[src/rtl/wfe_pkg.sv]
// Shared types and constants of the single-LED frame encoder.
package wfe_pkg;

  // Longest strip the encoder addresses
  localparam int MAX_LEDS = 32;

  // Field widths
  localparam int POS_W    = 6;
  localparam int COLOR_W  = 24;
  localparam int HIGH_W   = 12;
  localparam int RESET_W  = 16;
  localparam int CFG_W    = 16;
  localparam int CFG_IDX_W = 2;
  localparam int BIT_W    = 5;

  // Last bit index of one 24-bit LED word
  localparam logic [BIT_W-1:0] LAST_BIT = BIT_W'(COLOR_W - 1);

  // Configuration register indexes
  typedef enum logic [CFG_IDX_W-1:0] {
    CFG_ZERO_HIGH  = 2'd0,
    CFG_ONE_HIGH   = 2'd1,
    CFG_BIT_PERIOD = 2'd2,
    CFG_RESET_LEN  = 2'd3
  } cfg_idx_t;

  // Waveform phases
  typedef enum logic [2:0] {
    PH_IDLE    = 3'd0,
    PH_RESET_A = 3'd1,
    PH_PAD     = 3'd2,
    PH_COLOR   = 3'd3,
    PH_RESET_B = 3'd4
  } phase_t;

  // Classified tick as it waits in the queue
  typedef struct packed {
    logic               start;
    logic               pos_ok;
    logic [POS_W-1:0]   pad;
    logic [COLOR_W-1:0] color;
  } item_t;

endpackage

[src/rtl/wfe_front.sv]
// Front end: accept ticks, check the LED position and pack the color word.
module wfe_front (
  input  logic                      in_valid,
  output logic                      in_stall,
  input  logic                      in_start_request,
  input  logic [wfe_pkg::POS_W-1:0] in_led_position,
  input  logic [7:0]                in_red,
  input  logic [7:0]                in_green,
  input  logic [7:0]                in_blue,
  input  logic                      q_full,
  output logic                      q_push,
  output wfe_pkg::item_t            q_item
);
  import wfe_pkg::*;

  // Hold the input while the queue has no room
  assign in_stall = q_full;
  assign q_push   = in_valid && !q_full;

  // Classify the request and prepare the frame data
  always_comb begin
    q_item.start  = in_start_request;
    q_item.pos_ok = (in_led_position != '0) &&
                    ({1'b0, in_led_position} <= (POS_W + 1)'(MAX_LEDS));
    q_item.pad    = in_led_position - POS_W'(1);
    q_item.color  = {in_green, in_red, in_blue};
  end

endmodule

[src/rtl/wfe_queue.sv]
// Two-entry queue between the front end and the waveform engine.
module wfe_queue (
  input  logic           clk,
  input  logic           rst_n,
  input  logic           push,
  input  wfe_pkg::item_t push_item,
  output logic           full,
  input  logic           pop,
  output logic           not_empty,
  output wfe_pkg::item_t pop_item
);
  import wfe_pkg::*;

  item_t      mem_r [2];
  logic       wr_ptr_r;
  logic       rd_ptr_r;
  logic [1:0] count_r;

  assign full      = (count_r == 2'd2);
  assign not_empty = (count_r != 2'd0);
  assign pop_item  = mem_r[rd_ptr_r];

  // Store pushed items
  always_ff @(posedge clk) begin
    if (push) begin
      mem_r[wr_ptr_r] <= push_item;
    end
  end

  // Advance pointers and the fill count
  always_ff @(posedge clk) begin
    if (!rst_n) begin
      wr_ptr_r <= 1'b0;
      rd_ptr_r <= 1'b0;
      count_r  <= 2'd0;
    end else begin
      if (push) wr_ptr_r <= ~wr_ptr_r;
      if (pop)  rd_ptr_r <= ~rd_ptr_r;
      case ({push, pop})
        2'b10:   count_r <= count_r + 2'd1;
        2'b01:   count_r <= count_r - 2'd1;
        default: count_r <= count_r;
      endcase
    end
  end

endmodule

[src/rtl/wfe_back.sv]
// Waveform engine: frame state machine, timing registers and result register.
module wfe_back (
  input  logic                          clk,
  input  logic                          rst_n,
  input  logic                          cfg_we,
  input  logic [wfe_pkg::CFG_IDX_W-1:0] cfg_index,
  input  logic [wfe_pkg::CFG_W-1:0]     cfg_wdata,
  input  logic                          q_not_empty,
  input  wfe_pkg::item_t                q_item,
  output logic                          q_pop,
  output logic                          out_valid,
  input  logic                          out_stall,
  output logic                          out_data_line,
  output logic                          out_busy_res,
  output logic                          out_frame_done,
  output logic                          out_request_rejected
);
  import wfe_pkg::*;

  // Timing registers
  logic [HIGH_W-1:0]  zero_high_r;
  logic [HIGH_W-1:0]  one_high_r;
  logic [HIGH_W-1:0]  period_r;
  logic [RESET_W-1:0] reset_len_r;

  // Frame state
  phase_t             phase_r, phase_nxt;
  logic [RESET_W-1:0] tick_r, tick_nxt;
  logic [BIT_W-1:0]   bit_r, bit_nxt;
  logic [POS_W-1:0]   pad_r, pad_nxt;
  logic [COLOR_W-1:0] color_r, color_nxt;

  // State after the request of this tick is applied
  phase_t             ph_c;
  logic [RESET_W-1:0] tick_c;
  logic [BIT_W-1:0]   bit_c;
  logic [POS_W-1:0]   pad_c;
  logic [COLOR_W-1:0] color_c;
  logic               active;
  logic               rej_c;

  logic [RESET_W-1:0] rst_len;
  logic [HIGH_W-1:0]  per_len;
  logic [RESET_W:0]   tick_inc;
  logic               reset_end;
  logic               bit_end;
  logic [POS_W-1:0]   pad_dec;

  // Results of this tick
  logic               line_c;
  logic               busy_c;
  logic               done_c;
  logic               bit_val;
  logic [HIGH_W-1:0]  high_len;

  logic               out_valid_r;
  logic               line_r, busy_r, done_r, rej_r;

  // Take the next tick whenever the result slot frees up
  assign q_pop     = q_not_empty && (!out_valid_r || !out_stall);
  assign out_valid = out_valid_r;
  assign out_data_line        = line_r;
  assign out_busy_res         = busy_r;
  assign out_frame_done       = done_r;
  assign out_request_rejected = rej_r;

  // Write timing registers
  always_ff @(posedge clk) begin
    if (!rst_n) begin
      zero_high_r <= HIGH_W'(30);
      one_high_r  <= HIGH_W'(80);
      period_r    <= HIGH_W'(125);
      reset_len_r <= RESET_W'(30000);
    end else if (cfg_we) begin
      unique case (cfg_idx_t'(cfg_index))
        CFG_ZERO_HIGH:  zero_high_r <= cfg_wdata[HIGH_W-1:0];
        CFG_ONE_HIGH:   one_high_r  <= cfg_wdata[HIGH_W-1:0];
        CFG_BIT_PERIOD: period_r    <= cfg_wdata[HIGH_W-1:0];
        CFG_RESET_LEN:  reset_len_r <= cfg_wdata;
        default:        ;
      endcase
    end
  end

  // Clamp zero lengths to one tick
  assign rst_len = (reset_len_r == '0) ? RESET_W'(1) : reset_len_r;
  assign per_len = (period_r == '0) ? HIGH_W'(1) : period_r;

  // Apply a new request or flag it
  always_comb begin
    active  = (phase_r == PH_RESET_A) || (phase_r == PH_PAD) ||
              (phase_r == PH_COLOR) || (phase_r == PH_RESET_B);
    ph_c    = active ? phase_r : PH_IDLE;
    tick_c  = tick_r;
    bit_c   = bit_r;
    pad_c   = pad_r;
    color_c = color_r;
    rej_c   = 1'b0;
    if (q_item.start) begin
      if (active || !q_item.pos_ok) begin
        rej_c = 1'b1;
      end else begin
        ph_c    = PH_RESET_A;
        tick_c  = '0;
        bit_c   = '0;
        pad_c   = q_item.pad;
        color_c = q_item.color;
      end
    end
  end

  assign tick_inc  = {1'b0, tick_c} + (RESET_W + 1)'(1);
  assign reset_end = (tick_inc >= {1'b0, rst_len});
  assign bit_end   = (tick_inc >= (RESET_W + 1)'(per_len));
  assign pad_dec   = pad_c - POS_W'(1);

  // Next state
  always_comb begin
    phase_nxt = ph_c;
    tick_nxt  = tick_c;
    bit_nxt   = bit_c;
    pad_nxt   = pad_c;
    color_nxt = color_c;
    unique case (ph_c)
      PH_RESET_A, PH_RESET_B: begin
        if (reset_end) begin
          tick_nxt = '0;
          if (ph_c == PH_RESET_A) begin
            bit_nxt   = '0;
            phase_nxt = (pad_c != '0) ? PH_PAD : PH_COLOR;
          end else begin
            phase_nxt = PH_IDLE;
          end
        end else begin
          tick_nxt = tick_inc[RESET_W-1:0];
        end
      end
      PH_PAD, PH_COLOR: begin
        if (bit_end) begin
          tick_nxt = '0;
          if (bit_c >= LAST_BIT) begin
            bit_nxt = '0;
            if (ph_c == PH_PAD) begin
              pad_nxt = pad_dec;
              if (pad_dec == '0) phase_nxt = PH_COLOR;
            end else begin
              phase_nxt = PH_RESET_B;
            end
          end else begin
            bit_nxt = bit_c + BIT_W'(1);
          end
        end else begin
          tick_nxt = tick_inc[RESET_W-1:0];
        end
      end
      default: ;
    endcase
  end

  // Outputs of this tick
  always_comb begin
    bit_val = 1'b0;
    if ((ph_c == PH_COLOR) && (bit_c <= LAST_BIT)) begin
      bit_val = color_c[LAST_BIT - bit_c];
    end
    high_len = bit_val ? one_high_r : zero_high_r;
    line_c   = 1'b0;
    busy_c   = 1'b0;
    done_c   = 1'b0;
    unique case (ph_c)
      PH_RESET_A: busy_c = 1'b1;
      PH_RESET_B: begin
        busy_c = 1'b1;
        done_c = reset_end;
      end
      PH_PAD, PH_COLOR: begin
        busy_c = 1'b1;
        line_c = (tick_c < RESET_W'(high_len));
      end
      default: ;
    endcase
  end

  // Advance frame state on each consumed tick
  always_ff @(posedge clk) begin
    if (!rst_n) begin
      phase_r <= PH_IDLE;
      tick_r  <= '0;
      bit_r   <= '0;
      pad_r   <= '0;
      color_r <= '0;
    end else if (q_pop) begin
      phase_r <= phase_nxt;
      tick_r  <= tick_nxt;
      bit_r   <= bit_nxt;
      pad_r   <= pad_nxt;
      color_r <= color_nxt;
    end
  end

  // Hold the result until the receiver takes it
  always_ff @(posedge clk) begin
    if (!rst_n) begin
      out_valid_r <= 1'b0;
    end else if (q_pop) begin
      out_valid_r <= 1'b1;
    end else if (!out_stall) begin
      out_valid_r <= 1'b0;
    end
  end

  always_ff @(posedge clk) begin
    if (q_pop) begin
      line_r <= line_c;
      busy_r <= busy_c;
      done_r <= done_c;
      rej_r  <= rej_c;
    end
  end

endmodule

[src/rtl/ws2812_single_led_frame_encoder.sv]
// Top level of the single-LED serial frame encoder.
// Each input item is one tick of the LED data waveform and yields exactly one
// result item: the data line level, busy, frame done and request rejected for
// that tick. An item is taken every cycle while results are drained every
// cycle. A result is registered: the item waits in the two-entry queue and is
// applied to the frame state as it moves into the result register. A stalled
// result holds the back end, so the input stalls once two more items fill the
// queue. A request on a tick starts a frame of reset low, 24 zero bits per LED
// before the addressed one, the green, red and blue bytes MSB first, and a
// closing reset. Requests while a frame runs or with a position outside 1 to
// 32 are flagged and dropped. Timing registers must be written on the cfg
// port only while no item waits in the queue or the result register; the
// block itself does not enforce this. A write applies from the next item
// taken.
module ws2812_single_led_frame_encoder (
  input  logic                          clk,
  input  logic                          rst_n,
  input  logic                          cfg_we,
  input  logic [wfe_pkg::CFG_IDX_W-1:0] cfg_index,
  input  logic [wfe_pkg::CFG_W-1:0]     cfg_wdata,
  input  logic                          in_valid,
  output logic                          in_stall,
  input  logic                          in_start_request,
  input  logic [wfe_pkg::POS_W-1:0]     in_led_position,
  input  logic [7:0]                    in_red,
  input  logic [7:0]                    in_green,
  input  logic [7:0]                    in_blue,
  output logic                          out_valid,
  input  logic                          out_stall,
  output logic                          out_data_line,
  output logic                          out_busy_res,
  output logic                          out_frame_done,
  output logic                          out_request_rejected
);
  import wfe_pkg::*;

  logic  q_full;
  logic  q_push;
  logic  q_pop;
  logic  q_not_empty;
  item_t push_item;
  item_t pop_item;

  // Accept and classify ticks
  wfe_front u_front (
    .in_valid         (in_valid),
    .in_stall         (in_stall),
    .in_start_request (in_start_request),
    .in_led_position  (in_led_position),
    .in_red           (in_red),
    .in_green         (in_green),
    .in_blue          (in_blue),
    .q_full           (q_full),
    .q_push           (q_push),
    .q_item           (push_item)
  );

  // Decouple front and back
  wfe_queue u_queue (
    .clk       (clk),
    .rst_n     (rst_n),
    .push      (q_push),
    .push_item (push_item),
    .full      (q_full),
    .pop       (q_pop),
    .not_empty (q_not_empty),
    .pop_item  (pop_item)
  );

  // Generate the waveform
  wfe_back u_back (
    .clk                  (clk),
    .rst_n                (rst_n),
    .cfg_we               (cfg_we),
    .cfg_index            (cfg_index),
    .cfg_wdata            (cfg_wdata),
    .q_not_empty          (q_not_empty),
    .q_item               (pop_item),
    .q_pop                (q_pop),
    .out_valid            (out_valid),
    .out_stall            (out_stall),
    .out_data_line        (out_data_line),
    .out_busy_res         (out_busy_res),
    .out_frame_done       (out_frame_done),
    .out_request_rejected (out_request_rejected)
  );

endmodule
[config.mk]
export PLATFORM = sky130hd
export DESIGN_NAME = ws2812_single_led_frame_encoder
export DESIGN_NICKNAME = d
export VERILOG_FILES = /design/src/rtl/wfe_pkg.sv /design/src/rtl/wfe_front.sv /design/src/rtl/wfe_queue.sv /design/src/rtl/wfe_back.sv /design/src/rtl/ws2812_single_led_frame_encoder.sv
export SDC_FILE = /design/constraint.sdc
export NUM_CORES = 1
export LEC_CHECK = 0
export ABC_AREA = 1
export BUFFER_PORTS_ARGS = -buffer_cell sky130_fd_sc_hd__buf_2
export CAP_MARGIN = 10
export CORE_ASPECT_RATIO = 0.5
export CORE_UTILIZATION = 45
export DETAILED_ROUTE_END_ITERATION = 6
export PLACE_DENSITY = 0.61
export SLEW_MARGIN = 20
export SYNTH_ARGS = -nofsm -noshare
export SYNTH_HDL_FRONTEND = slang
export SYNTH_HIERARCHICAL = 1
export SYNTH_SLANG_ARGS = --single-unit
[constraint.sdc]
create_clock -name clk -period 8.4 [get_ports clk]
set_input_delay 1.68 -clock clk [delete_from_list [all_inputs] [get_ports clk]]
set_output_delay 1.68 -clock clk [all_outputs]
set_load 0.01 [all_outputs]
==> flow_results.org <==
** Place
- Number of buffer cells added on primary ports :: 59
- Cell total after placement :: 1486
- Before CTS, the worst setup slack after placement is 3.279 ns.
- Placer Congestion :: 0.8729
- HPWL after detailed placement :: 15960 microns

** STA
- Final hold slack :: 0.4519 ns
- Final cycle utilization of the critical path :: 62.27%
- Between clock sinks in the finished design, the worst skew comes to 0.009971 ns.
- Slew margin rel. :: 47.59%
- Setup TNS :: 0 ns
- Across all setup checks in the final design, the least slack found is 3.169 ns.
- The final hold violation count was 0.
- Slew of the pin with the lowest slew margin :: 0.7840 ns
- Based on the critical path, the design can be clocked at up to 191.2 MHz.
- Setup repair after global routing missed its margin :: false
- Final-report setup violation count :: 0
- The smallest clock period supported by the final layout is computed as 5.231 ns.
- Number of max-slew violations in the final report :: 0

** Setup path
- Among all stages on the critical path, the largest delay is contributed by sky130_fd_sc_hd__nand3_1.
- The worst setup path is of the flip-flop to flip-flop kind.
- In this run the critical register-to-register path is captured at u_back/out_data_line.
- Counting both buffers and inverters, the worst setup path holds a total of 2.
- CP Cell Sequence :: buf_4 -> mux2_4 -> nand4_4 -> nand2_1 -> inv_1 -> nand3_1 -> o21ai_0 -> nand2_1 -> nand3_1 -> nand2_1 -> nand3_1 -> mux2i_1 -> ha_1 -> a211oi_1 -> nand4_1 -> or4_1 -> a21oi_1
- In this run the worst path has a maximum fanout of 35.
- Cell depth of the worst flop-to-flop path :: 17
- Dominant delay contributor by cell family on the critical path :: simple AND/OR/NAND/NOR gates
- STA puts the critical path data required time at 8.68 ns.
- CP arrival :: 5.51 ns
- For this run, the slowest stage of the critical path takes 0.56 ns.
- Worst reg-to-reg setup slack :: 3.17 ns
- Kind of start point of the critical path :: flip-flop
- STA classifies the critical path endpoint as a flip-flop.

** Global routing
- Entering global routing, the biggest net connects 82 pins.
- Total congestion overflow after global routing :: 0
- The number of global-route vias before repair came to 7289.
- Number of antenna violations at the first check in global routing :: 0
- Global-route wire length before repair :: 36860 microns
- Global Route Usage Sum :: 20.95%

** Power
- Net switching is 40.13% of the power.
- Part of the power in registers :: 34.5%
- Leak Pwr :: 4.965 nW
- Power per Cell Area :: 305.0 nW/um^2
- Clock network fraction of total power :: 23.9%
- Largest voltage drop on the vdd net :: 159.1 uV
- Combinational logic is responsible for 41.5% of the overall power.
- Cell-internal power :: 0.001980 W
- Net switching power :: 0.001328 W

** Route
- Number of vias per cell after detailed routing :: 5.165
- In this run, the number of DRC markers left after iteration 0 of detailed routing was 637.
- Total number of vias :: 7840
- The final layout contains routed wiring with a total length of 22950 microns.
- Drt pass-1 iters :: 5
- In the final routed layout, each cell accounts on average for 15.12 microns.
- After detailed routing, the number of remaining DRC violations is 0.
- Post-DRT Antenna Nets :: 0

** CTS
- The number of clock buffers added by TritonCTS is 17.
- Number of gates resized after CTS :: 0
- Skew-Pair Late Insertion Delay :: 0.44 ns
- Setup repair bufs after CTS :: 0
- After clock tree synthesis, the clock-pin slew on the worst setup and hold paths is 0.07 ns.
- Cts hold-fix bufs :: 0
- CTS tree :: yes
- Number of clock sinks :: 180
- Clock tree root buffer cell :: sky130_fd_sc_hd__clkbuf_16
- In this run the number of H-tree levels came out at 4.
- Maximum clock path buffer count :: 2

** Floorplanning
- In this run the core area contains 38 standard-cell rows.
- # IOs :: 60
- The die is 212.4 microns wide.
- The initial utilization of the core area, before any placement, comes to 45.92%.
- Core footprint :: 21680 sq um
- The die covers 22760 sq um.
- Height of the die :: 107.2 microns

** Synthesis
- Synth Cell Area :: 9956 sq um
- Summing the areas of all compound-gate instances in the mapped netlist gives 11.11% of the synthesized area.
- Portion of the post-synthesis area used by sequential elements :: 43.03%
- Basic-gate share of the synthesized area counting and, or, nand and nor cells :: 22.28%
- After synthesis, the netlist uses 56 different library cells.
- Sorting the synthesized cells by area gives the leading types as sky130_fd_sc_hd__dfxtp_1 (23%), sky130_fd_sc_hd__edfxtp_1 (21%), sky130_fd_sc_hd__nand2_1 (8.0%), sky130_fd_sc_hd__ha_1 (5.8%), sky130_fd_sc_hd__inv_1 (5.2%).
- Synth Instances :: 1184
- The synthesized netlist devotes 1.822% of its cell area to XOR and XNOR gates.
- Syn_area_per_cell :: 8.409 sq um
- Cell type with the largest total area after synthesis :: sky130_fd_sc_hd__dfxtp_1
- Counting flops and latches in the post-synthesis netlist gives 180.
- Warnings, synthesis :: 6
- After synthesis, the largest family of logic cells by area is simple AND/OR/NAND/NOR gates.
- Measured against the total synthesized area, the mux share comes to 5.957%.
- Adder-cell share of the synthesized area :: 5.781%
- Post-Synthesis Net Count :: 1284
- Yosys top cell area share :: 22.52%

** Worst hold path
- Instance count along the most critical hold path :: 2
- Hold EP :: u_back/color_r[19]
- The tightest min-delay check is of the flip-flop to flip-flop type.
- In this run the most critical hold path is launched from u_back/color_r[19].

** Finish
- Cells with a size suffix above 1 make up 15.93% of the layout.
- Once layout is complete, the cells apart from fillers number 1518.
- Antenna diode count :: 0
- Net count, final :: 1305
- Post-synthesis to final-layout area growth :: 8.949%

** Run status
- The flow ran to the end, and the final reports show no timing, DRC or antenna violations.

** Job
- Across the run, the number of max-cap violations was 0.
[sequential cells by signal, summed over array words and instances (netlist names), 2 cells and up, named ones only]
name / count
u_back/bit_r: 5
u_back/color_r: 24
u_back/one_high_r: 12
u_back/pad_r: 6
u_back/period_r: 12
u_back/phase_r: 3
u_back/reset_len_r: 16
u_back/tick_r: 16
u_back/zero_high_r: 12
u_queue/count_r: 2
u_queue/mem_r: 64
[cell usage in the layout, fill, tap and decap left out, drive strengths merged, types with 2 or more instances in the layout]
cell and instances:
a31oi 2, xnor2 5, mux2 32, edfxtp 68
nand4 23, nor3 12, nand2 223, clkinvlp 2
nand3b 3, or2 4, nand3 67, mux2i 12
buf 71, ha 46, nor4 2, a211oi 3
clkbuf 20, xor2 14, o21ai 96, nor2 142
inv 144, clkinv 9, dfxtp 112, a21oi 83
o211ai 13
[cells by family (layout without fill, tap and decap cells)]
| family | after synthesis | in the layout |
|---|---|---|
| buffers and inverters | 213 | 247 |
| muxes | 44 | 44 |
| and+or+nand+nor | 478 | 478 |
| AOI/OAI and AO/OA | 204 | 204 |
| adders and majority gates | 46 | 46 |
| xor gates and xnor gates | 19 | 19 |
| DFF | 180 | 180 |
[worst register-to-register path: cells and delay by family (launching register included)]
kind / cells / cell delay (ns)
adders and majority gates: 1 / 0.33
muxes: 2 / 0.82
and+or+nand+nor: 9 / 2.38
AOI/OAI and AO/OA: 3 / 0.51
DFF: 1 / 0.31
buffers and inverters: 2 / 0.69
[final cells by class]
cell class              count  area [sq um]
multi-input cells         791          4677
fillers                  2079         10830
clock inverters            12         126.4
well taps                 300         375.4
clock buffers              20         456.7
flip-flops and latches    180          4285
repair buffers             71         385.4
inverters                 144         540.5
[worst max path at each step]
stage,cells past startpoint,end,slack [ns]
after detailed placement,17,u_back/out_data_line,3.28
after CTS,17,u_back/out_data_line,3.20
after global routing,18,u_back/out_data_line,2.80
after floorplan,28,u_back/bit_r[4],4.16
final,17,u_back/out_data_line,3.17
after global placement,17,u_back/out_data_line,3.27
[routing by layer]
layer,vias up,wire length [microns],track usage [%]
met4,0,405,6.732
met1,3719,11230,27.94
li1,3944,-,-
met5,-,0,0
met3,27,1024,4.833
met2,150,10300,33.61
[stage by stage]
| step | util, % | instance area, sq um | total power (W) |
|---|---|---|---|
| final | 50.03 | 10850 | 0.003308 |
| after global routing | 50.03 | 10850 | 0.003542 |
| after CTS | 50.03 | 10850 | 0.003321 |
| after detailed placement | 47.34 | 10260 | 0.002524 |
| after global placement | 47.34 | 10260 | 0.002499 |
| after floorplan | - | 9956 | 0.002269 |
[power groups by stage]
| stage | sequential [W] | clock, W | combinational [W] |
|---|---|---|---|
| 2_1_floorplan | 0.00115 | 0 | 0.00112 |
| 3_3_place_gp | 0.00116 | 0 | 0.00134 |
| 3_5_place_dp | 0.00116 | 0 | 0.00136 |
| 4_1_cts | 0.00114 | 0.000808 | 0.00137 |
| 5_1_grt | 0.00116 | 0.000845 | 0.00154 |
| 6_report | 0.00114 | 0.000792 | 0.00137 |
[synth_stat cells, drive strengths merged]
cell type,n
mux2,32
nor4,2
a31oi,2
clkbuf,29
a41oi,1
o22ai,1
clkinv,2
inv,142
buf,40
or4,1
ha,46
or3,1
a21o,1
a21boi,1
o41ai,1
o211ai,13
nor3,12
nand3b,3
xnor2,5
nand2,223
a211oi,3
nand4,23
edfxtp,68
nand3,67
o21ai,96
or2,4
dfxtp,112
mux2i,12
xor2,14
o21a,1
a31o,1
nor2,142
a21oi,83
(Power assumes the default switching activity.)
